**src/rtl/cqs_pkg.sv**
```systemverilog
`timescale 1ns / 1ps

package cqs_pkg;

  // Ring geometry. One slot always stays empty, so the queue holds DEPTH-1 words.
  localparam int DEPTH  = 16;
  localparam int IDX_W  = $clog2(DEPTH);
  localparam int DATA_W = 32;
  localparam int CNT_W  = 4;

  typedef enum logic [1:0] {
    CMD_ENQ  = 2'd0,
    CMD_DEQ  = 2'd1,
    CMD_SRCH = 2'd2,
    CMD_CLR  = 2'd3
  } cmd_t;

  typedef enum logic [1:0] {
    ST_DONE  = 2'd0,
    ST_FULL  = 2'd1,
    ST_EMPTY = 2'd2
  } status_t;

  typedef enum logic [1:0] {
    S_IDLE,
    S_DEQ,
    S_SCAN
  } state_t;

  // Which source the result register loads from.
  typedef enum logic [1:0] {
    LD_NONE,
    LD_SIMPLE,
    LD_DEQ,
    LD_SRCH
  } load_t;

  // Commands from the controller to the datapath.
  typedef struct packed {
    logic    in_ready;
    logic    enq;
    logic    deq_rd;
    logic    clr;
    logic    srch_start;
    logic    srch_step;
    load_t   ld;
    status_t st;
  } ctl_t;

  // Status from the datapath back to the controller.
  typedef struct packed {
    logic out_valid;
    logic empty;
    logic full;
    logic scan_hit;
    logic scan_last;
  } dp_stat_t;

  function automatic logic [IDX_W-1:0] next_idx(logic [IDX_W-1:0] i);
    return (i == IDX_W'(DEPTH - 1)) ? '0 : i + 1'b1;
  endfunction

  function automatic logic [CNT_W-1:0] item_count(logic [IDX_W-1:0] h, logic [IDX_W-1:0] t);
    logic [IDX_W:0] diff;
    if (t >= h) begin
      diff = {1'b0, t} - {1'b0, h};
    end else begin
      diff = (IDX_W + 1)'(DEPTH) - ({1'b0, h} - {1'b0, t});
    end
    return CNT_W'(diff);
  endfunction

endpackage

```
**src/rtl/circular_queue_with_search_unit.sv**
```systemverilog
`timescale 1ns / 1ps

// Channel  Handshake              Word fields
// input    in_valid / in_ready    cmd[1:0], value[31:0] signed
// output   out_valid / out_ready  status[1:0], data[31:0] signed, found, count[3:0]
//
// Enqueue, clear, any failed command and a search of an empty ring finish in the
// cycle they are accepted; the result word is registered at that edge.
// A dequeue loads the head word in S_DEQ. A search makes one compare per occupied
// entry up to the first hit, at most DEPTH-1 compares, paced by the RAM read port.
// Reset zeroes head, tail and the result valid; slot contents are not cleared.
// A new word is taken only while idle with the result register empty or draining.

module circular_queue_with_search_unit (
  input  logic                              clk,
  input  logic                              rst,
  input  logic                              in_valid,
  output logic                              in_ready,
  input  logic [1:0]                        cmd,
  input  logic signed [cqs_pkg::DATA_W-1:0] value,
  output logic                              out_valid,
  input  logic                              out_ready,
  output logic [1:0]                        status,
  output logic signed [cqs_pkg::DATA_W-1:0] data,
  output logic                              found,
  output logic [cqs_pkg::CNT_W-1:0]         count
);

  // Commands flow from the controller; status flows back from the datapath.
  cqs_pkg::ctl_t     ctl;
  cqs_pkg::dp_stat_t stat;

  cqs_ctrl u_ctrl (
    .clk      (clk),
    .rst      (rst),
    .in_valid (in_valid),
    .cmd      (cmd),
    .out_ready(out_ready),
    .stat     (stat),
    .ctl      (ctl)
  );

  // The datapath owns the ring indices, the slot RAM, the search pointer and
  // the result register.
  cqs_dp u_dp (
    .clk      (clk),
    .rst      (rst),
    .ctl      (ctl),
    .value    (value),
    .out_ready(out_ready),
    .stat     (stat),
    .out_valid(out_valid),
    .status   (status),
    .data     (data),
    .found    (found),
    .count    (count)
  );

  assign in_ready = ctl.in_ready;

endmodule

```
**src/rtl/cqs_ram.sv**
```systemverilog
`timescale 1ns / 1ps

module cqs_ram #(
  parameter int WIDTH = 32,
  parameter int DEPTH = 16
) (
  input  logic                     clk,
  input  logic                     we,
  input  logic [$clog2(DEPTH)-1:0] waddr,
  input  logic [WIDTH-1:0]         wdata,
  input  logic [$clog2(DEPTH)-1:0] raddr,
  output logic [WIDTH-1:0]         rdata
);

  logic [WIDTH-1:0] mem [DEPTH];

  always_ff @(posedge clk) begin
    if (we) begin
      mem[waddr] <= wdata;
    end
    rdata <= mem[raddr];
  end

endmodule

```
**src/rtl/cqs_ctrl.sv**
```systemverilog
`timescale 1ns / 1ps

module cqs_ctrl (
  input  logic               clk,
  input  logic               rst,
  input  logic               in_valid,
  input  logic [1:0]         cmd,
  input  logic               out_ready,
  input  cqs_pkg::dp_stat_t  stat,
  output cqs_pkg::ctl_t      ctl
);

  cqs_pkg::state_t state;
  cqs_pkg::state_t state_next;
  logic            free;

  // The result register can take a new word if it is empty or drains this cycle.
  assign free = !stat.out_valid || out_ready;

  always_ff @(posedge clk) begin
    if (rst) begin
      state <= cqs_pkg::S_IDLE;
    end else begin
      state <= state_next;
    end
  end

  always_comb begin
    state_next = state;
    case (state)
      cqs_pkg::S_IDLE: begin
        if (in_valid && free) begin
          if (cqs_pkg::cmd_t'(cmd) == cqs_pkg::CMD_DEQ && !stat.empty) begin
            state_next = cqs_pkg::S_DEQ;
          end else if (cqs_pkg::cmd_t'(cmd) == cqs_pkg::CMD_SRCH && !stat.empty) begin
            state_next = cqs_pkg::S_SCAN;
          end
        end
      end
      cqs_pkg::S_DEQ: begin
        state_next = cqs_pkg::S_IDLE;
      end
      cqs_pkg::S_SCAN: begin
        if (stat.scan_hit || stat.scan_last) begin
          state_next = cqs_pkg::S_IDLE;
        end
      end
      default: begin
        state_next = cqs_pkg::S_IDLE;
      end
    endcase
  end

  always_comb begin
    ctl = '0;
    ctl.ld = cqs_pkg::LD_NONE;
    ctl.st = cqs_pkg::ST_DONE;
    case (state)
      cqs_pkg::S_IDLE: begin
        ctl.in_ready = free;
        if (in_valid && free) begin
          case (cqs_pkg::cmd_t'(cmd))
            cqs_pkg::CMD_ENQ: begin
              ctl.ld = cqs_pkg::LD_SIMPLE;
              if (stat.full) begin
                ctl.st = cqs_pkg::ST_FULL;
              end else begin
                ctl.enq = 1'b1;
              end
            end
            cqs_pkg::CMD_DEQ: begin
              if (stat.empty) begin
                ctl.ld = cqs_pkg::LD_SIMPLE;
                ctl.st = cqs_pkg::ST_EMPTY;
              end else begin
                ctl.deq_rd = 1'b1;
              end
            end
            cqs_pkg::CMD_SRCH: begin
              if (stat.empty) begin
                ctl.ld = cqs_pkg::LD_SIMPLE;
              end else begin
                ctl.srch_start = 1'b1;
              end
            end
            cqs_pkg::CMD_CLR: begin
              ctl.clr = 1'b1;
              ctl.ld  = cqs_pkg::LD_SIMPLE;
            end
            default: begin
              ctl.ld = cqs_pkg::LD_NONE;
            end
          endcase
        end
      end
      cqs_pkg::S_DEQ: begin
        ctl.ld = cqs_pkg::LD_DEQ;
      end
      cqs_pkg::S_SCAN: begin
        ctl.srch_step = 1'b1;
        if (stat.scan_hit || stat.scan_last) begin
          ctl.ld = cqs_pkg::LD_SRCH;
        end
      end
      default: begin
        ctl.ld = cqs_pkg::LD_NONE;
      end
    endcase
  end

  // S_DEQ, where a dequeue waits for the RAM, is entered only after a dequeue read.
  assert property (@(posedge clk) disable iff (rst)
    (state == cqs_pkg::S_DEQ) |-> $past(ctl.deq_rd))
    else $error("dequeue wait state entered without a read");

endmodule

```
**src/rtl/cqs_dp.sv**
```systemverilog
`timescale 1ns / 1ps

module cqs_dp (
  input  logic                                clk,
  input  logic                                rst,
  input  cqs_pkg::ctl_t                       ctl,
  input  logic signed [cqs_pkg::DATA_W-1:0]   value,
  input  logic                                out_ready,
  output cqs_pkg::dp_stat_t                   stat,
  output logic                                out_valid,
  output logic [1:0]                          status,
  output logic signed [cqs_pkg::DATA_W-1:0]   data,
  output logic                                found,
  output logic [cqs_pkg::CNT_W-1:0]           count
);

  logic [cqs_pkg::IDX_W-1:0]  head;
  logic [cqs_pkg::IDX_W-1:0]  tail;
  logic [cqs_pkg::IDX_W-1:0]  head_next;
  logic [cqs_pkg::IDX_W-1:0]  tail_next;
  logic [cqs_pkg::IDX_W-1:0]  scan_addr;
  logic [cqs_pkg::IDX_W-1:0]  left;
  logic [cqs_pkg::DATA_W-1:0] key;
  logic [cqs_pkg::IDX_W-1:0]  rd_addr;
  logic [cqs_pkg::DATA_W-1:0] rd_data;

  assign head_next = ctl.clr ? '0 : (ctl.deq_rd ? cqs_pkg::next_idx(head) : head);
  assign tail_next = ctl.clr ? '0 : (ctl.enq ? cqs_pkg::next_idx(tail) : tail);
  assign rd_addr   = ctl.srch_step ? scan_addr : head;

  cqs_ram #(
    .WIDTH(cqs_pkg::DATA_W),
    .DEPTH(cqs_pkg::DEPTH)
  ) u_ram (
    .clk  (clk),
    .we   (ctl.enq),
    .waddr(tail),
    .wdata(value),
    .raddr(rd_addr),
    .rdata(rd_data)
  );

  assign stat.out_valid = out_valid;
  assign stat.empty     = (head == tail);
  assign stat.full      = (cqs_pkg::next_idx(tail) == head);
  assign stat.scan_hit  = (rd_data == key);
  assign stat.scan_last = (left == cqs_pkg::IDX_W'(1));

  always_ff @(posedge clk) begin
    if (rst) begin
      head      <= '0;
      tail      <= '0;
      out_valid <= 1'b0;
    end else begin
      head <= head_next;
      tail <= tail_next;
      if (ctl.ld != cqs_pkg::LD_NONE) begin
        out_valid <= 1'b1;
      end else if (out_ready) begin
        out_valid <= 1'b0;
      end
    end
  end

  // Scan pointer runs one slot ahead of the word being compared.
  always_ff @(posedge clk) begin
    if (ctl.srch_start) begin
      key       <= value;
      scan_addr <= cqs_pkg::next_idx(head);
      left      <= cqs_pkg::IDX_W'(cqs_pkg::item_count(head, tail));
    end else if (ctl.srch_step) begin
      scan_addr <= cqs_pkg::next_idx(scan_addr);
      left      <= left - 1'b1;
    end
  end

  always_ff @(posedge clk) begin
    if (ctl.ld != cqs_pkg::LD_NONE) begin
      count <= cqs_pkg::item_count(head_next, tail_next);
      case (ctl.ld)
        cqs_pkg::LD_DEQ: begin
          status <= cqs_pkg::ST_DONE;
          data   <= rd_data;
          found  <= 1'b0;
        end
        cqs_pkg::LD_SRCH: begin
          status <= cqs_pkg::ST_DONE;
          data   <= '0;
          found  <= stat.scan_hit;
        end
        default: begin
          status <= ctl.st;
          data   <= '0;
          found  <= 1'b0;
        end
      endcase
    end
  end

  assert property (@(posedge clk) disable iff (rst)
    (ctl.ld != cqs_pkg::LD_NONE) |-> (!out_valid || out_ready))
    else $error("result register overwritten before it was taken");

  assert property (@(posedge clk) disable iff (rst)
    ctl.srch_step |-> (left != '0))
    else $error("search stepped past the occupied entries");

  assert property (@(posedge clk) disable iff (rst)
    ctl.enq |-> !stat.full)
    else $error("write into a full ring");

endmodule
```
**config.mk**
```make
export PLATFORM = sky130hd
export DESIGN_NAME = circular_queue_with_search_unit
export DESIGN_NICKNAME = d
export VERILOG_FILES = /design/src/rtl/cqs_pkg.sv /design/src/rtl/circular_queue_with_search_unit.sv /design/src/rtl/cqs_ram.sv /design/src/rtl/cqs_ctrl.sv /design/src/rtl/cqs_dp.sv
export SDC_FILE = /design/constraint.sdc
export NUM_CORES = 1
export LEC_CHECK = 0
export BUFFER_PORTS_ARGS = -buffer_cell sky130_fd_sc_hd__buf_2
export CAP_MARGIN = 20
export CORE_MARGIN = 4
export CORE_UTILIZATION = 32
export CTS_CLUSTER_DIAMETER = 120
export DETAILED_ROUTE_END_ITERATION = 6
export PLACE_DENSITY = 0.48
export SLEW_MARGIN = 25
export SYNTH_ARGS = -nofsm -noshare
export SYNTH_HDL_FRONTEND = slang
export SYNTH_HIERARCHICAL = 1
export SYNTH_SLANG_ARGS = --single-unit
```
**constraint.sdc**
```tcl
create_clock -name clk -period 7.2 [get_ports clk]
set_clock_uncertainty 0.05 [all_clocks]
set_input_delay 1.44 -clock clk [delete_from_list [all_inputs] [get_ports clk]]
set_output_delay 1.44 -clock clk [all_outputs]
set_load 0.02 [all_outputs]
```
* Word-level counts from Yosys, hierarchy flattened *
Memories as Yosys holds them, arrays and structs flattened. A register that Yosys moved wholly into a read port is not among the register bits.
Cells that the tools add are included.

storage, ports and cells
  logic and storage cells = 98
  register bits after elaboration = 90
  RAM bits = 512
  memories = 1

cells by class
  add/sub/neg operators = 10
  eq/ne operators = 17
  order comparisons = 2
  reductions and logical operators = 15
  bitwise gates (word level) = 2
  multiplexer cells = 40

memory list
  name            words  width  read ports  clocked after memory_dff  wr ports  RTL line       text
  u_dp.u_ram.mem  16     32     1           1                         1         cqs_ram.sv:15  logic [WIDTH-1:0] mem [DEPTH];

operators by type and width
  operator                                               number
  two-way mux 4 bit                                      16
  == test 32 bit                                         1
  subtractor 4 bit                                       4
  two-way mux 1 bit                                      13
  adder 4 x 1 -> 4 bit, second input constant            3
  == test 4 bit, second input constant                   3
  one-hot mux 2 bit (3 select lines)                     2
  == test 2 bit, second input constant                   5
  two-way mux 2 bit                                      5
  == test 4 bit                                          2
  >= comparator 4 bit                                    2
  one-hot mux 2 bit (2 select lines)                     2
  subtractor 1 x 4 -> 4 bit, first input constant        2
  nonzero test 2 bit                                     3
  two-way mux 5 bit                                      1
  == test 2 x 1 -> 1 bit, second input constant          2
  == test 4 x 1 -> 1 bit, second input constant          1
  logical NOT 2 bit                                      2
  inequality test 2 x 1 -> 1 bit, second input constant  2
  OR reduction 4 bit                                     1
  subtractor 4 x 1 -> 4 bit, second input constant       1
  logical AND 1 bit                                      3
  two-way mux 3 bit                                      1
  inequality test 3 x 1 -> 1 bit, second input constant  1
  5 further kinds                                        8

* Depth between registers and ports, before layout *
Gate-level depths: netlist (run 1).

  word-level depth = 12
  depth in mapped cells = 15
  gate-level depth less buffers = 14

* Hierarchy *
The synthesis (run 1) kept the hierarchy.

modules (own cells, without submodules)
  module    cells an instance  instances  area each (um^2)  seq. area each (um^2)
  cqs_ram   838                1          19835.3           16015.4
  cqs_dp    291                1          3981.3            2552.4
  cqs_ctrl  34                 1          260.2             40.0

* Least setup slack after synthesis (run 1) *
Ideal clock, no wire load.

  kind = input port to flip-flop
  start = input out_ready
  end = memory u_dp.u_ram.mem[0][0] (enable)
  buffers on the path = 0
  stages on the path = 5
  required time = 6.689 ns
  arrival = 5.129 ns
  slack = 1.560 ns
  cells stage by stage = nand2b_1 > nand3_1 > nor3b_1 > or3b_2 > nor3_1

RTL lines
  what         RTL line                               text
  from (decl)  circular_queue_with_search_unit.sv:22  input logic out_ready,
  to (decl)    cqs_ram.sv:15

==> impl_metrics.py, run 1 <==
metrics = {
    "outcome": {
        "status": "complete, no violations",
    },
    "setup_path": {
        "cp.arrival_ns": 4.11,
        "path_cells": "ha_1 > a21oi_1 > o22ai_1 > xnor2_1 > nor4_1 > nor3b_1 > buf_4 > nand3b_1 > nor2_4 > buf_4",
        "startpoint_type": "flop",
        "crit_path_end_kind": "flop",
        "required_ns": 7.44,
        "crit_path_max_incr_delay_ns": 0.75,
        "cp_slowest_cell": "nor2_4",
        "path_common_cell": "buf_4",
        "path_class": "reg -> reg",
        "crit_fanout": 18,
    },
    "yosys": {
        "synthArstFlopShare_pct": 0,
        "ys_ff_latch": 634,
        "synth_edf_count": 591,
        "netlist_instances": 1163,
        "synth_top_family_by_area": "multiplexers",
        "yosysSeqAreaShare_pct": 77.29,
        "syn-num-nets": 1219,
        "syn_area_mm2": 0.02408,
        "synth-compound-area-share_pct": 2.832,
        "syn_avg_cell_area_um2": 20.70,
        "synthAdderAreaFrac_pct": 0.9978,
        "ys.flop_type": "edfxtp_1",
        "yosys_warnings": 6,
        "yosys.area_share.simple_pct": 3.487,
        "synth-xor-area-share_pct": 1.782,
        "ys_types": 47,
        "muxShareOfSynthArea_pct": 12.36,
    },
    "placement": {
        "dp.final_hpwl_um": 33150,
        "port_buffers": 78,
        "place.gp.congestion": 0.7155,
    },
    "sta": {
        "hold_viol": 0,
        "setup_tns_ns": 0,
        "fmax_ghz": 0.2585,
        "finalMaxSlewViolations": 0,
        "worstMarginPinSlew_ns": 0.9780,
        "rsz0062_at_grt": "false",
        "maxSlewHeadroom_pct": 34.20,
        "finalCritPeriodShare_pct": 53.72,
        "finalSetupViolCount": 0,
        "min_period_ns": 3.868,
    },
    "clock_tree": {
        "clock_latency_ns": 0.62,
        "cts_resized": 0,
        "ctsRootBufferMaster": "clkbuf_16",
        "cts.sinks": 634,
        "cts_hold_buf": 0,
        "cts_setup_buffers": 0,
        "cts_max_level": 3,
        "path_clk_slew_ns": 0.06,
        "cts_made_buffers": 70,
        "cts.path.max_buffers": 3,
        "cts_tree": "built",
    },
    "die": {
        "start_util_pct": 32.29,
        "io_pins": 79,
        "fp.dieH_um": 282.3,
        "dieArea_mm2": 0.07969,
        "row_count": 100,
        "fp.dieW_um": 282.3,
        "core-area_mm2": 0.07457,
    },
    "finish": {
        "drive_gt1_share_pct": 28.23,
        "final_cell_mix": "edfxtp_1 (591), mux4_2 (128), buf_2 (78)",
        "final_common_cell": "edfxtp_1",
        "area_growth_pct": 17.34,
        "fin_nets": 1346,
    },
    "routing": {
        "route.detailed.drc": 0,
        "drtIter0Drc": 839,
        "vias": 11438,
        "via_per_inst": 4.939,
        "final_antenna_net_count": 0,
        "wl_per_cell_um": 25.04,
        "wl_um": 57980,
        "first_pass_iters": 7,
    },
    "global_route": {
        "grt_pass1_wl_um": 84920,
        "grt_pass1_vias": 12028,
        "grt_start_max_net_pins": 129,
        "antenna_found_initial": 3,
        "grtUsageTotal_pct": 14.66,
        "gr-total-overflow": 0,
    },
    "pwr": {
        "ir_worst_vdd_uv": 169.6,
        "fin_total_pwr_uw": 7801,
        "power_density_mw_per_mm2": 276.1,
        "p_leak_uw": 0.008992,
    },
    "min_path": {
        "hold_class": "reg -> reg",
    },
    "job": {
        "max_cap_violations": 0,
    },
}
critical path: cells and delay by family (launching register included):
kind | cells | cell delay [ns]
AO/OA/AOI/OAI | 2 | 0.31
XOR/XNOR | 1 | 0.14
adder cells (fa/ha/maj) | 1 | 0.35
buffers and inverters | 2 | 0.61
flip-flops | 1 | 0.73
AND/OR/NAND/NOR | 4 | 1.34
final cells by class:
class                   instances  area (µm²)
multi-input cells             461        5353
inverters                      15       56.30
fillers                      6806       46320
well taps                     969        1212
clock inverters                25       260.3
repair buffers                108       733.2
flip-flops and latches        634       18610
clock buffers                 103        2027
diodes                          1       2.502
metal layers:
layer	global-route usage [%]	wire length, µm	vias to the layer above
li1	-	-	4993
met1	20.83	26650	6116
met2	23.27	27460	255
met3	3.211	2828	72
met4	3.486	1036	2
met5	0	13	-
where the power goes:
group          internal, µW  total, µW  switching, µW
logic                  56.0        197            141
registers              4060       4070           16.2
clock network          2080       3530           1450
total                  6190       7800           1610
state kept, by name (all words and copies together) (netlist names):
signal,count
u_ctrl/state,2
u_dp/count,4
u_dp/data,32
u_dp/found,1
u_dp/head,4
u_dp/key,32
u_dp/left,4
u_dp/out_valid,1
u_dp/scan_addr,4
u_dp/status,2
u_dp/tail,4
u_dp/u_ram/mem,512
u_dp/u_ram/rdata,32
stage by stage:
step                      worst slack (ns)  hold WS, ns  utilization, %  instances  cell area (µm²)
after floorplan                      1.560       0.3906               -       1163            24080
after global placement               2.729       0.4390           34.62       2182            25820
after detailed placement             2.880       0.4351           34.74       2185            25910
after CTS                            3.203       0.4491           37.81       2313            28190
after global routing                 3.071       0.4738           37.88       2315            28250
final                                3.332       0.4506           37.89       2316            28250
synthesized netlist by cell type, types with 11 or more instances:
cell type | instances | area, µm²
inv_1 | 14 | 52.55
xor2_1 | 39 | 341.6
clkbuf_1 | 25 | 93.84
edfxtp_1 | 591 | 17750
a22oi_1 | 64 | 480.5
ha_1 | 16 | 200.2
buf_1 | 11 | 41.29
mux4_2 | 128 | 2883
and2_1 | 35 | 219.0
dfxtp_1 | 43 | 860.8
nand2_1 | 44 | 165.2
nor2_1 | 29 | 108.9
logic make-up (layout without fill, tap and decap cells):
logic type / Yosys count / count (layout)
XOR/XNOR: 49 / 49
flip-flops: 634 / 634
AND/OR/NAND/NOR: 162 / 162
multiplexers: 137 / 137
buffers and inverters: 68 / 251
adder cells (fa/ha/maj): 18 / 18
AO/OA/AOI/OAI: 95 / 95
other: 0 / 1
final timing paths:
kind                        start               endpoint  slack [ns]  cells after the start
setup / recovery     u_dp/tail[0]  u_dp/u_ram/mem[9][20]        3.33                     10
setup reg to reg     u_dp/tail[0]  u_dp/u_ram/mem[9][20]        3.33                     10
hold / removal    u_ctrl/state[0]        u_ctrl/state[1]        0.45                      1
hold reg to reg   u_ctrl/state[0]        u_ctrl/state[1]        0.45                      1
(Power assumes the default switching activity.)
==> inputs of run 2 (changes only) <==
clock period = 4.05 ns   (was 7.2 ns; I/O delays follow)
==> run 2 against run 1 <==
Against the previous run: die area did not move; total power rose by 76%; first-iteration DRC count fell by 2.7%; worst setup slack got worse by 2.8 ns; non-clock buffer count rose by 17; cell area rose by 0.68%; sequential share of layout area fell by 0.45 points; critical endpoint is now u_dp/data[20]; largest cell class unchanged.
==> impl_metrics.py, run 2 (synthesized netlist as in run 1, its figures left out) <==
metrics = {
    "outcome": {
        "status": "complete, no violations",
    },
    "placement": {
        "dp.final_hpwl_um": 33760,
        "dp_cells": 2204,
        "port_buffers": 78,
        "place.gp.congestion": 0.7296,
    },
    "setup_path": {
        "path_class": "reg -> reg",
        "timing.rr.start": "u_dp/key[25]",
        "crit_fanout": 23,
        "timing.rr.end": "u_dp/data[20]",
        "cp.arrival_ns": 3.91,
        "crit_start": "u_dp/key[25]",
        "crit_path_end_kind": "flop",
        "ff2ff_setup_slack_ns": 0.55,
        "startpoint_type": "flop",
        "r2r_cells": 9,
        "required_ns": 4.46,
        "crit_end": "u_dp/data[20]",
    },
    "finish": {
        "fin_nets": 1362,
        "top_register": "u_dp/u_ram/mem",
        "finalCoreUtilization_pct": 38.14,
        "area_growth_pct": 18.14,
        "final_cell_mix": "edfxtp_1 (591), mux4_2 (128), buf_2 (78)",
        "final_common_cell": "edfxtp_1",
        "largest_reg_flops": 512,
        "stdcell_count": 2332,
        "drive_gt1_share_pct": 29.22,
    },
    "pwr": {
        "fin_total_pwr_uw": 13720,
        "power_density_mw_per_mm2": 482.5,
        "ir_worst_vdd_uv": 292.1,
        "p_leak_uw": 0.009088,
    },
    "routing": {
        "route.detailed.drc": 0,
        "final_antenna_net_count": 0,
        "vias": 11586,
        "drtIter0Drc": 816,
        "wl_um": 57090,
        "first_pass_iters": 5,
        "wl_per_cell_um": 24.48,
        "via_per_inst": 4.968,
    },
    "sta": {
        "rsz0062_at_grt": "false",
        "setup_tns_ns": 0,
        "hold_viol": 0,
        "min_period_ns": 3.501,
        "hold-worst-slack_ns": 0.4553,
        "maxSlewHeadroom_pct": 34.41,
        "finalMaxSlewViolations": 0,
        "finalSetupViolCount": 0,
        "worstMarginPinSlew_ns": 0.9748,
        "finalCritPeriodShare_pct": 86.44,
        "fmax_ghz": 0.2857,
    },
    "die": {
        "fp.dieW_um": 282.3,
        "start_util_pct": 32.29,
        "core-area_mm2": 0.07457,
        "dieArea_mm2": 0.07969,
        "row_count": 100,
        "fp.dieH_um": 282.3,
        "io_pins": 79,
    },
    "clock_tree": {
        "cts.sinks": 634,
        "cts_resized": 0,
        "path_clk_slew_ns": 0.06,
        "cts_made_buffers": 69,
        "cts_hold_buf": 0,
        "cts.path.max_buffers": 3,
        "cts_tree": "built",
        "cts_max_level": 3,
        "clock_latency_ns": 0.59,
        "ctsRootBufferMaster": "clkbuf_16",
        "cts_setup_buffers": 0,
    },
    "job": {
        "max_cap_violations": 0,
    },
    "min_path": {
        "holdPathStages": 1,
        "hold_class": "reg -> reg",
    },
    "global_route": {
        "grt_pass1_vias": 12084,
        "gr-total-overflow": 0,
        "grt_pass1_wl_um": 83830,
        "grtUsageTotal_pct": 14.41,
        "antenna_found_initial": 7,
        "grt_start_max_net_pins": 82,
    },
}
run 2: cell types whose count changed in the layout (fill, tap and decap cells not counted):
cell and change:
buf_12 +16, buf_4 +5, buf_16 -4, clkbuf_1 -3
clkinv_2 +3, clkinv_8 -2, clkinvlp_4 +2, bufinv_16 -1
clkinv_4 +1, inv_16 -1, nor3b_2 -1, nor3b_4 +1
nor4_1 +1, nor4_2 -1
run 2: final cells by class:
cell class,count,area [µm²]
diodes,1,2.502
clock buffers,100,2016
clock inverters,27,216.5
fillers,6797,46130
inverters,15,56.30
multi-input cells,461,5353
flip-flops and latches,634,18610
well taps,969,1212
repair buffers,125,980.9
run 2: power by group:
group          switching [µW]  internal [µW]
Clock                    2530           3610
Combinational             235            107
Sequential               35.7           7220
Total                    2800          10900
run 2: critical path, stage by stage, from the launching register on:
cell	delay, ns
edfxtp_1	0.37
xor2_1	0.17
nor4_1	0.84
nand4_1	0.16
nor2_1	0.45
o21ai_0	0.19
o21ai_0	0.21
nor2b_4	0.51
buf_12	0.24
and2_1	0.16
run 2: metal layers:
| metal | routed length (µm) | vias up | global-route usage [%] | part of all wire (%) |
|---|---|---|---|---|
| met5 | 27 | - | 0 | 0.047 |
| met4 | 1001 | 4 | 3.357 | 1.8 |
| met3 | 2747 | 92 | 2.798 | 4.8 |
| met2 | 26600 | 301 | 22.61 | 47 |
| met1 | 26710 | 6170 | 20.98 | 47 |
| li1 | - | 5019 | - | - |
run 2: how the worst min path moves through the flow:
stage,slack [ns],start,endpoint
floorplan,0.39,u_ctrl/state[0],u_ctrl/state[1]
global placement,0.45,u_ctrl/state[0],u_ctrl/state[1]
detailed placement,0.45,u_ctrl/state[0],u_ctrl/state[1]
CTS,0.45,out_ready,u_dp/out_valid
global route,0.48,in_valid,u_ctrl/state[1]
finish,0.46,u_ctrl/state[0],u_ctrl/state[1]
run 2: through the flow:
stage | setup slack, ns | cell area, µm²
finish | 0.5494 | 28440
global placement | 0.5702 | 26210
CTS | 0.4900 | 28440
global route | 0.3565 | 28440
detailed placement | 0.5181 | 26210
floorplan | -0.8123 | 24090
